File: src/rtl/assert_macros.svh
// ----------------------------------------------------------------------------
// assert_macros.svh
// Concurrent assertion macros shared by the RTL. Define NO_ASSERTIONS to
// compile them out.
// ----------------------------------------------------------------------------
`ifndef ASSERT_MACROS_SVH
`define ASSERT_MACROS_SVH

`ifndef NO_ASSERTIONS

// Same-cycle implication, disabled while reset is asserted (active low).
`define ASSERT_IMPL(label, clk, rst_n, ante, cons) \
    label: assert property (@(posedge clk) disable iff (!(rst_n)) (ante) |-> (cons)) \
        else $error("assertion failed (same-cycle implication)");

// Next-cycle implication, disabled while reset is asserted (active low).
`define ASSERT_NEXT(label, clk, rst_n, ante, cons) \
    label: assert property (@(posedge clk) disable iff (!(rst_n)) (ante) |=> (cons)) \
        else $error("assertion failed (next-cycle implication)");

`else

`define ASSERT_IMPL(label, clk, rst_n, ante, cons)
`define ASSERT_NEXT(label, clk, rst_n, ante, cons)

`endif

`endif

File: src/rtl/msfp_pkg.sv
// ----------------------------------------------------------------------------
// msfp_pkg
// Frame geometry, register indexes and the decoded status record type.
// ----------------------------------------------------------------------------
package msfp_pkg;

    // Total frame length: two headers, length byte, data, checksum.
    localparam int FRAME_LEN   = 25;
    localparam int DATA_LEN    = FRAME_LEN - 4;
    localparam int LEN_VALUE   = FRAME_LEN - 1;
    localparam int STORE_DEPTH = 21;
    localparam int STORE_IDX_W = $clog2(STORE_DEPTH);
    localparam int INDEX_W     = 7;

    // Configuration register indexes
    localparam int CFG_IDX_W = 1;
    typedef logic [CFG_IDX_W-1:0] t_cfg_idx;
    localparam t_cfg_idx CFG_HEADER_FIRST  = 1'd0;
    localparam t_cfg_idx CFG_HEADER_SECOND = 1'd1;

    // Decoded status record
    typedef struct packed {
        logic signed [31:0] left_count;
        logic signed [31:0] right_count;
        logic        [7:0]  left_motor_state;
        logic        [7:0]  right_motor_state;
        logic        [15:0] left_motor_fault;
        logic        [15:0] right_motor_fault;
        logic        [31:0] obstacle_distances;
        logic        [7:0]  obstacle_flags;
        logic        [7:0]  link_flags;
        logic        [7:0]  io_flags;
        logic               checksum_ok;
    } t_status;

endpackage

File: src/rtl/msfp_deframer.sv
// ----------------------------------------------------------------------------
// msfp_deframer
// Header/length hunt, payload capture, running checksum and record decode.
// ----------------------------------------------------------------------------
module msfp_deframer (
    input  logic             i_clk,
    input  logic             i_rst_n,
    input  logic             i_fire,
    input  logic [7:0]       i_byte,
    input  logic [7:0]       i_header_first,
    input  logic [7:0]       i_header_second,
    output logic             o_frame_end,
    output msfp_pkg::t_status o_status
);
    import msfp_pkg::*;

    typedef enum logic [1:0] {
        PH_HUNT,
        PH_SECOND,
        PH_LENGTH,
        PH_COLLECT
    } t_phase;

    t_phase             r_phase, n_phase;
    logic [INDEX_W-1:0] r_byte_index, n_byte_index;
    logic [7:0]         r_sum, n_sum;
    logic [7:0]         r_store [STORE_DEPTH];

    logic [7:0] sum_plus;
    logic       store_we;
    logic       sum_match;

    assign sum_plus    = r_sum + i_byte;
    assign o_frame_end = (r_phase == PH_COLLECT) && (r_byte_index == INDEX_W'(DATA_LEN));
    assign store_we    = i_fire && (r_phase == PH_COLLECT) && !o_frame_end
                         && (r_byte_index < INDEX_W'(STORE_DEPTH));
    assign sum_match   = (i_byte == r_sum);

    always_comb begin
        n_phase      = r_phase;
        n_byte_index = r_byte_index;
        n_sum        = r_sum;
        if (i_fire) begin
            unique case (r_phase)
                PH_HUNT: begin
                    if (i_byte == i_header_first) begin
                        n_phase      = PH_SECOND;
                        n_byte_index = '0;
                        n_sum        = i_byte;
                    end
                end
                PH_SECOND: begin
                    if (i_byte == i_header_second) begin
                        n_phase = PH_LENGTH;
                        n_sum   = sum_plus;
                    end else begin
                        n_phase      = PH_HUNT;
                        n_byte_index = '0;
                        n_sum        = '0;
                    end
                end
                PH_LENGTH: begin
                    if (i_byte == 8'(LEN_VALUE)) begin
                        n_phase      = PH_COLLECT;
                        n_byte_index = '0;
                        n_sum        = sum_plus;
                    end else begin
                        n_phase      = PH_HUNT;
                        n_byte_index = '0;
                        n_sum        = '0;
                    end
                end
                PH_COLLECT: begin
                    if (o_frame_end) begin
                        n_phase      = PH_HUNT;
                        n_byte_index = '0;
                        n_sum        = '0;
                    end else begin
                        n_byte_index = r_byte_index + 1'b1;
                        n_sum        = sum_plus;
                    end
                end
                default: begin
                    n_phase = PH_HUNT;
                end
            endcase
        end
    end

    always_ff @(posedge i_clk) begin
        if (!i_rst_n) begin
            r_phase      <= PH_HUNT;
            r_byte_index <= '0;
            r_sum        <= '0;
        end else begin
            r_phase      <= n_phase;
            r_byte_index <= n_byte_index;
            r_sum        <= n_sum;
        end
    end

    // Payload store, no reset: every entry is rewritten in each frame
    always_ff @(posedge i_clk) begin
        if (store_we) begin
            r_store[r_byte_index[STORE_IDX_W-1:0]] <= i_byte;
        end
    end

    // Record decode; a bad checksum gives an all-zero record
    always_comb begin
        o_status = '0;
        if (sum_match) begin
            o_status.left_count         = {r_store[0], r_store[1], r_store[2], r_store[3]};
            o_status.right_count        = {r_store[4], r_store[5], r_store[6], r_store[7]};
            o_status.left_motor_state   = r_store[8];
            o_status.right_motor_state  = r_store[9];
            o_status.left_motor_fault   = {r_store[10], r_store[11]};
            o_status.right_motor_fault  = {r_store[12], r_store[13]};
            o_status.obstacle_distances = {r_store[17], r_store[16], r_store[15], r_store[14]};
            o_status.obstacle_flags     = r_store[18];
            o_status.link_flags         = r_store[19];
            o_status.io_flags           = r_store[20];
            o_status.checksum_ok        = 1'b1;
        end
    end

endmodule

File: src/rtl/msfp_result_reg.sv
// ----------------------------------------------------------------------------
// msfp_result_reg
// Output register holding one decoded record until the transfer completes.
// ----------------------------------------------------------------------------
module msfp_result_reg (
    input  logic              i_clk,
    input  logic              i_rst_n,
    input  logic              i_load,
    input  msfp_pkg::t_status i_status,
    input  logic              i_stall,
    output logic              o_valid,
    output msfp_pkg::t_status o_status
);
    import msfp_pkg::*;

    logic    r_valid, n_valid;
    t_status r_status;

    always_comb begin
        n_valid = r_valid;
        if (i_load) begin
            n_valid = 1'b1;
        end else if (r_valid && !i_stall) begin
            n_valid = 1'b0;
        end
    end

    always_ff @(posedge i_clk) begin
        if (!i_rst_n) begin
            r_valid <= 1'b0;
        end else begin
            r_valid <= n_valid;
        end
    end

    always_ff @(posedge i_clk) begin
        if (i_load) begin
            r_status <= i_status;
        end
    end

    assign o_valid  = r_valid;
    assign o_status = r_status;

endmodule

File: src/rtl/motor_status_frame_parser_core.sv
// ----------------------------------------------------------------------------
// motor_status_frame_parser_core
// Deframes motor-controller status frames from a received byte stream.
// ----------------------------------------------------------------------------
// One received byte is taken per transfer on the input channel; unless
// stalled, a new byte can be taken every clock cycle: each byte passes
// an input register, a deframer state update, and for the checksum byte a
// load of the output register. The parser hunts for the two header bytes
// (registers 0 and 1, reset 0x55 and 0xAA), then a length byte equal to
// FRAME_LEN-1; any mismatch sends it back to the hunt, and the byte that
// failed is not retried as a first header. It then collects FRAME_LEN-4
// data bytes and a checksum byte, the mod-256 sum of the headers, length
// and data. On the checksum byte one record goes out, with checksum_ok set
// on a match; on a mismatch every field is zero. Input stall rises only
// when a finished record still sits, stalled, in the output register and
// the next byte would complete another frame. Header registers must be
// written by the user only while no byte is in flight; the block itself
// does not enforce this. A change part-way through a frame leaves the
// headers already matched in the running sum.
// ----------------------------------------------------------------------------
module motor_status_frame_parser_core (
    input  logic                      i_clk,
    input  logic                      i_rst_n,
    // configuration
    input  logic                      i_cfg_we,
    input  logic [msfp_pkg::CFG_IDX_W-1:0] i_cfg_index,
    input  logic [7:0]                i_cfg_data,
    // byte input
    input  logic                      i_in_valid,
    output logic                      o_in_stall,
    input  logic [7:0]                i_rx_byte,
    // record output
    output logic                      o_out_valid,
    input  logic                      i_out_stall,
    output logic signed [31:0]        o_left_count,
    output logic signed [31:0]        o_right_count,
    output logic [7:0]                o_left_motor_state,
    output logic [7:0]                o_right_motor_state,
    output logic [15:0]               o_left_motor_fault,
    output logic [15:0]               o_right_motor_fault,
    output logic [31:0]               o_obstacle_distances,
    output logic [7:0]                o_obstacle_flags,
    output logic [7:0]                o_link_flags,
    output logic [7:0]                o_io_flags,
    output logic                      o_checksum_ok
);
    import msfp_pkg::*;

    `include "assert_macros.svh"

    // Header match values
    logic [7:0] r_header_first;
    logic [7:0] r_header_second;

    // Input register
    logic       r_in_valid, n_in_valid;
    logic [7:0] r_in_byte;

    logic    in_accept;
    logic    out_ready;
    logic    frame_end;
    logic    fire;
    t_status dec_status;
    t_status out_status;

    always_ff @(posedge i_clk) begin
        if (!i_rst_n) begin
            r_header_first  <= 8'h55;
            r_header_second <= 8'hAA;
        end else if (i_cfg_we) begin
            unique case (i_cfg_index)
                CFG_HEADER_FIRST:  r_header_first  <= i_cfg_data;
                CFG_HEADER_SECOND: r_header_second <= i_cfg_data;
                default: begin
                end
            endcase
        end
    end

    // The held byte moves on unless it completes a frame while the
    // output register is full and stalled.
    assign out_ready  = !o_out_valid || !i_out_stall;
    assign fire       = r_in_valid && (!frame_end || out_ready);
    assign o_in_stall = r_in_valid && !fire;
    assign in_accept  = i_in_valid && !o_in_stall;

    always_comb begin
        n_in_valid = r_in_valid;
        if (in_accept) begin
            n_in_valid = 1'b1;
        end else if (fire) begin
            n_in_valid = 1'b0;
        end
    end

    always_ff @(posedge i_clk) begin
        if (!i_rst_n) begin
            r_in_valid <= 1'b0;
        end else begin
            r_in_valid <= n_in_valid;
        end
    end

    always_ff @(posedge i_clk) begin
        if (in_accept) begin
            r_in_byte <= i_rx_byte;
        end
    end

    msfp_deframer u_deframer (
        .i_clk           (i_clk),
        .i_rst_n         (i_rst_n),
        .i_fire          (fire),
        .i_byte          (r_in_byte),
        .i_header_first  (r_header_first),
        .i_header_second (r_header_second),
        .o_frame_end     (frame_end),
        .o_status        (dec_status)
    );

    msfp_result_reg u_result (
        .i_clk    (i_clk),
        .i_rst_n  (i_rst_n),
        .i_load   (fire && frame_end),
        .i_status (dec_status),
        .i_stall  (i_out_stall),
        .o_valid  (o_out_valid),
        .o_status (out_status)
    );

    assign o_left_count         = out_status.left_count;
    assign o_right_count        = out_status.right_count;
    assign o_left_motor_state   = out_status.left_motor_state;
    assign o_right_motor_state  = out_status.right_motor_state;
    assign o_left_motor_fault   = out_status.left_motor_fault;
    assign o_right_motor_fault  = out_status.right_motor_fault;
    assign o_obstacle_distances = out_status.obstacle_distances;
    assign o_obstacle_flags     = out_status.obstacle_flags;
    assign o_link_flags         = out_status.link_flags;
    assign o_io_flags           = out_status.io_flags;
    assign o_checksum_ok        = out_status.checksum_ok;

    // A failed checksum carries an all-zero record
    `ASSERT_IMPL(a_bad_sum_zero, i_clk, i_rst_n, o_out_valid && !o_checksum_ok, out_status == '0)
    // A completed frame always lands in the output register
    `ASSERT_NEXT(a_frame_to_out, i_clk, i_rst_n, fire && frame_end, o_out_valid)
    // A held record is never overwritten by the next frame
    `ASSERT_IMPL(a_no_overrun, i_clk, i_rst_n, r_in_valid && frame_end && !out_ready, o_in_stall)

endmodule
File: config.mk
export PLATFORM = sky130hd
export DESIGN_NAME = motor_status_frame_parser_core
export DESIGN_NICKNAME = d
export VERILOG_FILES = /design/src/rtl/msfp_pkg.sv /design/src/rtl/msfp_deframer.sv /design/src/rtl/msfp_result_reg.sv /design/src/rtl/motor_status_frame_parser_core.sv
export VERILOG_INCLUDE_DIRS = /design/src /design/src/rtl
export SDC_FILE = /design/constraint.sdc
export NUM_CORES = 1
export LEC_CHECK = 0
export BUFFER_PORTS_ARGS = -buffer_cell sky130_fd_sc_hd__buf_2
export CAP_MARGIN = 10
export CELL_PAD_IN_SITES_DETAIL_PLACEMENT = 1
export CELL_PAD_IN_SITES_GLOBAL_PLACEMENT = 2
export CORE_MARGIN = 2
export CORE_UTILIZATION = 37
export DETAILED_ROUTE_END_ITERATION = 10
export PLACE_DENSITY_LB_ADDON = 0.1
export SLEW_MARGIN = 25
export SYNTH_ARGS = -nofsm -noshare
export SYNTH_HDL_FRONTEND = slang
export SYNTH_HIERARCHICAL = 1
export SYNTH_SLANG_ARGS = --single-unit
export TNS_END_PERCENT = 20
File: constraint.sdc
create_clock -name i_clk -period 10.95 [get_ports i_clk]
set_input_delay 1.6425 -clock i_clk [delete_from_list [all_inputs] [get_ports i_clk]]
set_output_delay 1.6425 -clock i_clk [all_outputs]
set_load 0.1 [all_outputs]
# Yosys cells after proc, flatten, opt, wreduce, memory -nomap -nowiden
# Memories as Yosys holds them, arrays and structs flattened. A register that Yosys moved wholly into a read port is not among the register bits.
# Index checks and enable logic that the tools add are counted.
# totals
regBits	44
latch_bits	0
ramBits	168
mem_bits_ro	0
inputBits	22
out_inout_bits	171
wordCells	91
n_memories	1
# classes
n_addsub	2
multipliers	0
div_mod_pow	0
magnitude_cmp	1
n_eq_ne	11
n_shift	0
mux	21
n_bitwise	1
n_reduce_logical	45
# memory_table
name	words	word_bits	rd	rd_ports_with_merged_regs	wr	line_no	rtl
u_deframer.r_store	21	8	21	21	1	msfp_deframer.sv:27	logic [7:0] r_store [STORE_DEPTH];
# ops
cell	count
two-way mux 8 bit	4
one-hot mux 8 bit (4 select lines)	1
one-hot mux 7 bit (4 select lines)	1
logical NOT 1 bit	26
equality test 8 bit	3
two-way mux 7 bit	3
logical AND 1 bit	9
adder 8 bit	1
equality test 8 x 5 -> 1 bit (second input constant)	1
two-way mux 2 bit	4
one-hot mux 2 bit (4 select lines)	1
adder 7 x 1 -> 7 bit (second input constant)	1
equality test 7 x 5 -> 1 bit (second input constant)	1
less-than comparator 7 x 5 -> 1 bit (second input constant)	1
two-way mux 1 bit	7
AND reduction 2 bit	3
AND reduction 3 bit	2
equality test 2 bit (second input constant)	2
!= test 2 bit (second input constant)	2
nonzero test 2 bit	2
equality test 2 x 1 -> 1 bit (second input constant)	1
logical NOT 2 bit	1
logical OR 1 bit	2
!= test 2 x 1 -> 1 bit (second input constant)	1
inverter 1 bit	1

# Longest topological paths before layout
# logic_depth
word_depth	10
mapped_depth	10
depth_no_buf	9

# By module
# Netlist, hierarchy kept.
# modules_own_cells
mod	n_inst	cells_each	area_per_inst_um2	seq_area_each_um2
msfp_deframer	1	577	7876.3	5385.2
msfp_result_reg	1	172	5106.1	5094.9
motor_status_frame_parser_core	1	89	883.3	580.6

# Worst setup path after synthesis
# Ideal clock, no wire load.
# synth_timing
kind	in2reg
start	input port i_out_stall
end	register u_result.r_status, in the netlist u_result/o_status[0], enable pin
setup_time_ps	756
t_arrival_ps	9612
slack_ps	582
cell_stages	1
path_buffers	0
cell_sequence	a21oi_1
# synth_between
elab_chain_cells	5
# synth_lines
item	line_no	rtl
from (decl)	motor_status_frame_parser_core.sv:34	input logic i_out_stall,
logical NOT 1 bit	motor_status_frame_parser_core.sv:82	assign out_ready = !o_out_valid || !i_out_stall;
logical OR 1 bit	motor_status_frame_parser_core.sv:82	
logical OR 1 bit	motor_status_frame_parser_core.sv:83	assign fire = r_in_valid && (!frame_end || out_ready);
logical AND 1 bit	motor_status_frame_parser_core.sv:83	
logical AND 1 bit	motor_status_frame_parser_core.sv:124	.i_load (fire && frame_end),
to (signal assigned)	msfp_result_reg.sv:38	r_status <= i_status;
to (decl)	msfp_result_reg.sv:17	t_status r_status;
# No other way between the ends.
# A chain may end at the register's enable or synchronous reset.

# Worst setup path after layout
# layout_timing
start	register u_deframer.r_byte_index[0]
end	output port o_in_stall
# layout_between
elab_chain_cells	7
# layout_lines
item	line_no	rtl
from (decl)	msfp_deframer.sv:25	logic [INDEX_W-1:0] r_byte_index, n_byte_index;
from (signal assigned)	msfp_deframer.sv:97	r_byte_index <= n_byte_index;
equality test 7 x 5 -> 1 bit	msfp_deframer.sv:34	assign o_frame_end = (r_phase == PH_COLLECT) && (r_byte_index == INDEX_W'(DATA_LEN));
logical AND 1 bit	msfp_deframer.sv:34	
net frame_end	motor_status_frame_parser_core.sv:61	logic frame_end;
logical NOT 1 bit	motor_status_frame_parser_core.sv:83	
logical OR 1 bit	motor_status_frame_parser_core.sv:83	
logical AND 1 bit	motor_status_frame_parser_core.sv:83	
logical NOT 1 bit	motor_status_frame_parser_core.sv:84	assign o_in_stall = r_in_valid && !fire;
logical AND 1 bit	motor_status_frame_parser_core.sv:84	
to (decl)	motor_status_frame_parser_core.sv:30	output logic o_in_stall,
# The timed path passes the listed nets, and every way through them passes these cells.

==> qor.csv <==
stage,metric,value,unit
run_status,outcome,"complete, no violations",
synthesis,synth-main-ff-cell,edfxtp_1,
synthesis,ys_seq_area_share,79.8,%
timing,whs,0.466,ns
global_route,grt_pass1_vias,7669,
power,powerDensity,181,mW/mm²
synthesis,ys_ff_latch,380,
drt,wl_per_cell,20.7,µm
floorplan,core,0.0368,mm²
synthesis,ys_types,51,
place,port_buffers,192,
synthesis,async_flop_share,0,%
worst_setup_path,start_kind,register,
finish,final_layout_size_suffix_gt1_share,26.3,%
place,gp_congestion,0.719,
floorplan,pin_count,193,
synthesis,synth_fa_ha_area_share,1.14,%
finish,antenna_cells,0,
finish,final_nets,1086,
power,power.internal,2.43,mW
timing,finalSetupViolations,0,
clock_tree,cts_sinks,380,
synthesis,synth-simple-area-share,12.7,%
synthesis,yosys_warnings,6,
drt,route.vias.total,7360,
drt,drc,0,
worst_setup_path,crit_fanout,7,
power,seqPwrFrac,52.4,%
finish,ff_latch_area,0.0111,mm²
run,drv_cap,0,
drt,drt_iter0_drc,393,
floorplan,die_w,198,µm
synthesis,synthMuxAreaShare,0.144,%
clock_tree,cts_setup_buffers,0,
synthesis,syn-num-nets,872,
clock_tree,cts_resized,0,
synthesis,synth_compound_gate_area_share,3.60,%
timing,period_needed,4.27,ns
clock_tree,clk_path_buf_depth,3,
worst_setup_path,cp.arrival,2.63,ns
synthesis,syn_inst,838,
floorplan,dieArea,0.0390,mm²
worst_setup_path,endpoint_kind,output pin,
finish,areaGrowthSynthToFinish,20.6,%
timing,worst_pin_slew,0.853,ns
finish,fin_util,45.5,%
synthesis,synthTopCellsByArea,"edfxtp_1 75%, and2_1 7.7%, dfxtp_1 5.1%, nand2_1 1.7%, ha_1 0.99%",
power,p_leak,5.30,nW
finish,nFillCells,3702,
clock_tree,path_clk_slew,0.06,ns
power,peakVddDrop,0.0756,mV
floorplan,start_util,37.7,%
clock_tree,cts_tree,done,
drt,ant_nets,0,
finish,multi_input_area,0.00264,mm²
drt,vias_per_cell,4.75,
synthesis,synth_edf_count,345,
global_route,gr-total-overflow,0,
synthesis,avgSynthCellArea,16.5,µm²
clock_tree,root_buffer,clkbuf_16,
floorplan,die_y,198,µm
timing,fin_worst_skew,0.0187,ns
synthesis,yosysTopAreaCell,edfxtp_1,
timing,finalHoldViolCount,0,
synthesis,synth_top_family_by_area,simple AND/OR/NAND/NOR gates,
global_route,grt_max_degree,136,
timing,finalCritPeriodShare,39.0,%
clock_tree,cts_buffers,41,
global_route,grt_usage,16.5,%
timing,rsz0062_at_grt,no,
floorplan,row_count,70,
power,swShare,19.7,%
global_route,antenna_found_initial,0,
clock_tree,clk_latency,0.54,ns
synthesis,synthXorXnorAreaFrac,1.33,%
power,p_switching,596,µW
drt,drt_first_pass_iters,4,
place,hpwl,19600,µm
timing,fmax,234,MHz
timing,slew_violations,0,
worst_setup_path,critPathKind,register to output pin,
min_path,hp-class,register to register,
synthesis,synth_top_area_share,74.7,%
power,power_frac_comb,2.3,%
clock_tree,htreeDepth,2,
timing,fin_setup_tns,0,ns
clock_tree,hold_buffers,0,
power,clkPwrFrac,45.3,%
global_route,grt_pass1_wl,47800,µm
timing,slew_headroom,43.1,%
synthesis,synth_area,0.0139,mm²
worst_setup_path,required,9.31,ns
drt,routed_wl,32000,µm
[critical path, cell delays in order, from the launching register on]
cell and delay [ns]:
dfxtp_1 0.43, ha_1 0.21, nor3b_1 0.31, nand2_1 0.12, nor2_1 0.23, nand2_1 0.15, nor2_1 0.18, buf_2 0.46
[Yosys cell counts (3+ instances only)]
cell,count
xor2_1,13
nand3b_1,3
nand4_1,6
inv_1,9
clkbuf_1,23
a21oi_1,16
or3_1,4
ha_1,11
nand2_1,63
a311oi_2,7
a31o_2,4
dfxtp_1,35
buf_2,8
nor2_1,27
edfxtp_1,345
nand3_1,17
xnor2_1,8
nor2b_1,4
nor4_1,5
o21ai_1,5
nor3_1,4
and2_1,170
a21boi_1,8
and3_1,3
[cells by family after synthesis]
| group | count (synthesis) |
|---|---|
| compound gates | 62 |
| simple gates | 318 |
| flops | 380 |
| mux | 2 |
| buf+inv | 43 |
| xor+xnor | 21 |
| fa+ha+maj | 12 |
[stage by stage]
stage	setup slack [ns]	instance area [µm²]	power [mW]	instances
floorplan	0.582	13900	1.65	838
global placement	6.81	15400	1.69	1477
detailed placement	6.82	15400	1.69	1477
CTS	6.62	16700	3.07	1550
global route	6.42	16700	3.13	1550
finish	6.68	16700	3.03	1550
[per-layer routing]
metal | routed length (µm) | GRT usage (%) | vias to the layer above
li1 | - | - | 3473
met1 | 14600 | 22.4 | 3678
met2 | 15600 | 27.5 | 166
met3 | 1390 | 3.02 | 43
met4 | 488 | 4.12 | 0
met5 | 0 | 0 | -
[state kept, by name, indices dropped and copies added (netlist names)]
register,count
u_deframer/r_store,168
u_deframer/r_phase,2
u_result/o_status,169
u_deframer/r_sum,8
u_deframer/r_byte_index,7
u_result/o_valid,1
r_in_byte,8
r_header_second,8
r_header_first,8
r_in_valid,1
[final cells by class]
type	count	area share (%)
sequential	380	66.1
multi-input combinational	415	15.8
clock buffer	49	6.57
timing repair buffer	205	6.35
tap	468	3.50
clock inverter	24	1.44
inverter	9	0.202
[power groups by stage]
stage          Sequential, mW  Combinational, mW  Clock, mW
3_5_place_dp             1.62             0.0735          0
3_3_place_gp             1.62             0.0727          0
5_1_grt                  1.58             0.0791       1.47
6_report                 1.58             0.0708       1.37
4_1_cts                  1.58             0.0735       1.42
2_1_floorplan            1.62             0.0267          0
[cell usage in the layout, fill, tap and decap left out, types with 12 or more instances in the layout]
master	n
nand3_1	17
edfxtp_1	345
nand2_1	63
clkbuf_16	43
buf_4	12
buf_2	192
xor2_1	13
and2_1	170
a21oi_1	15
dfxtp_1	35
nor2_1	27
[final timing paths]
path	startpoint	endpoint	slack, ns	cells past startpoint
worst max-delay path	u_deframer/r_byte_index[0]	o_in_stall	6.68	7
worst min-delay path	r_header_first[3]	r_header_first[3]	0.47	2
worst max register to register	u_deframer/r_byte_index[0]	u_result/o_status[73]	7.60	8
worst min register to register	r_header_first[3]	r_header_first[3]	0.47	2
Note: power is estimated with default switching activity, not from simulation.
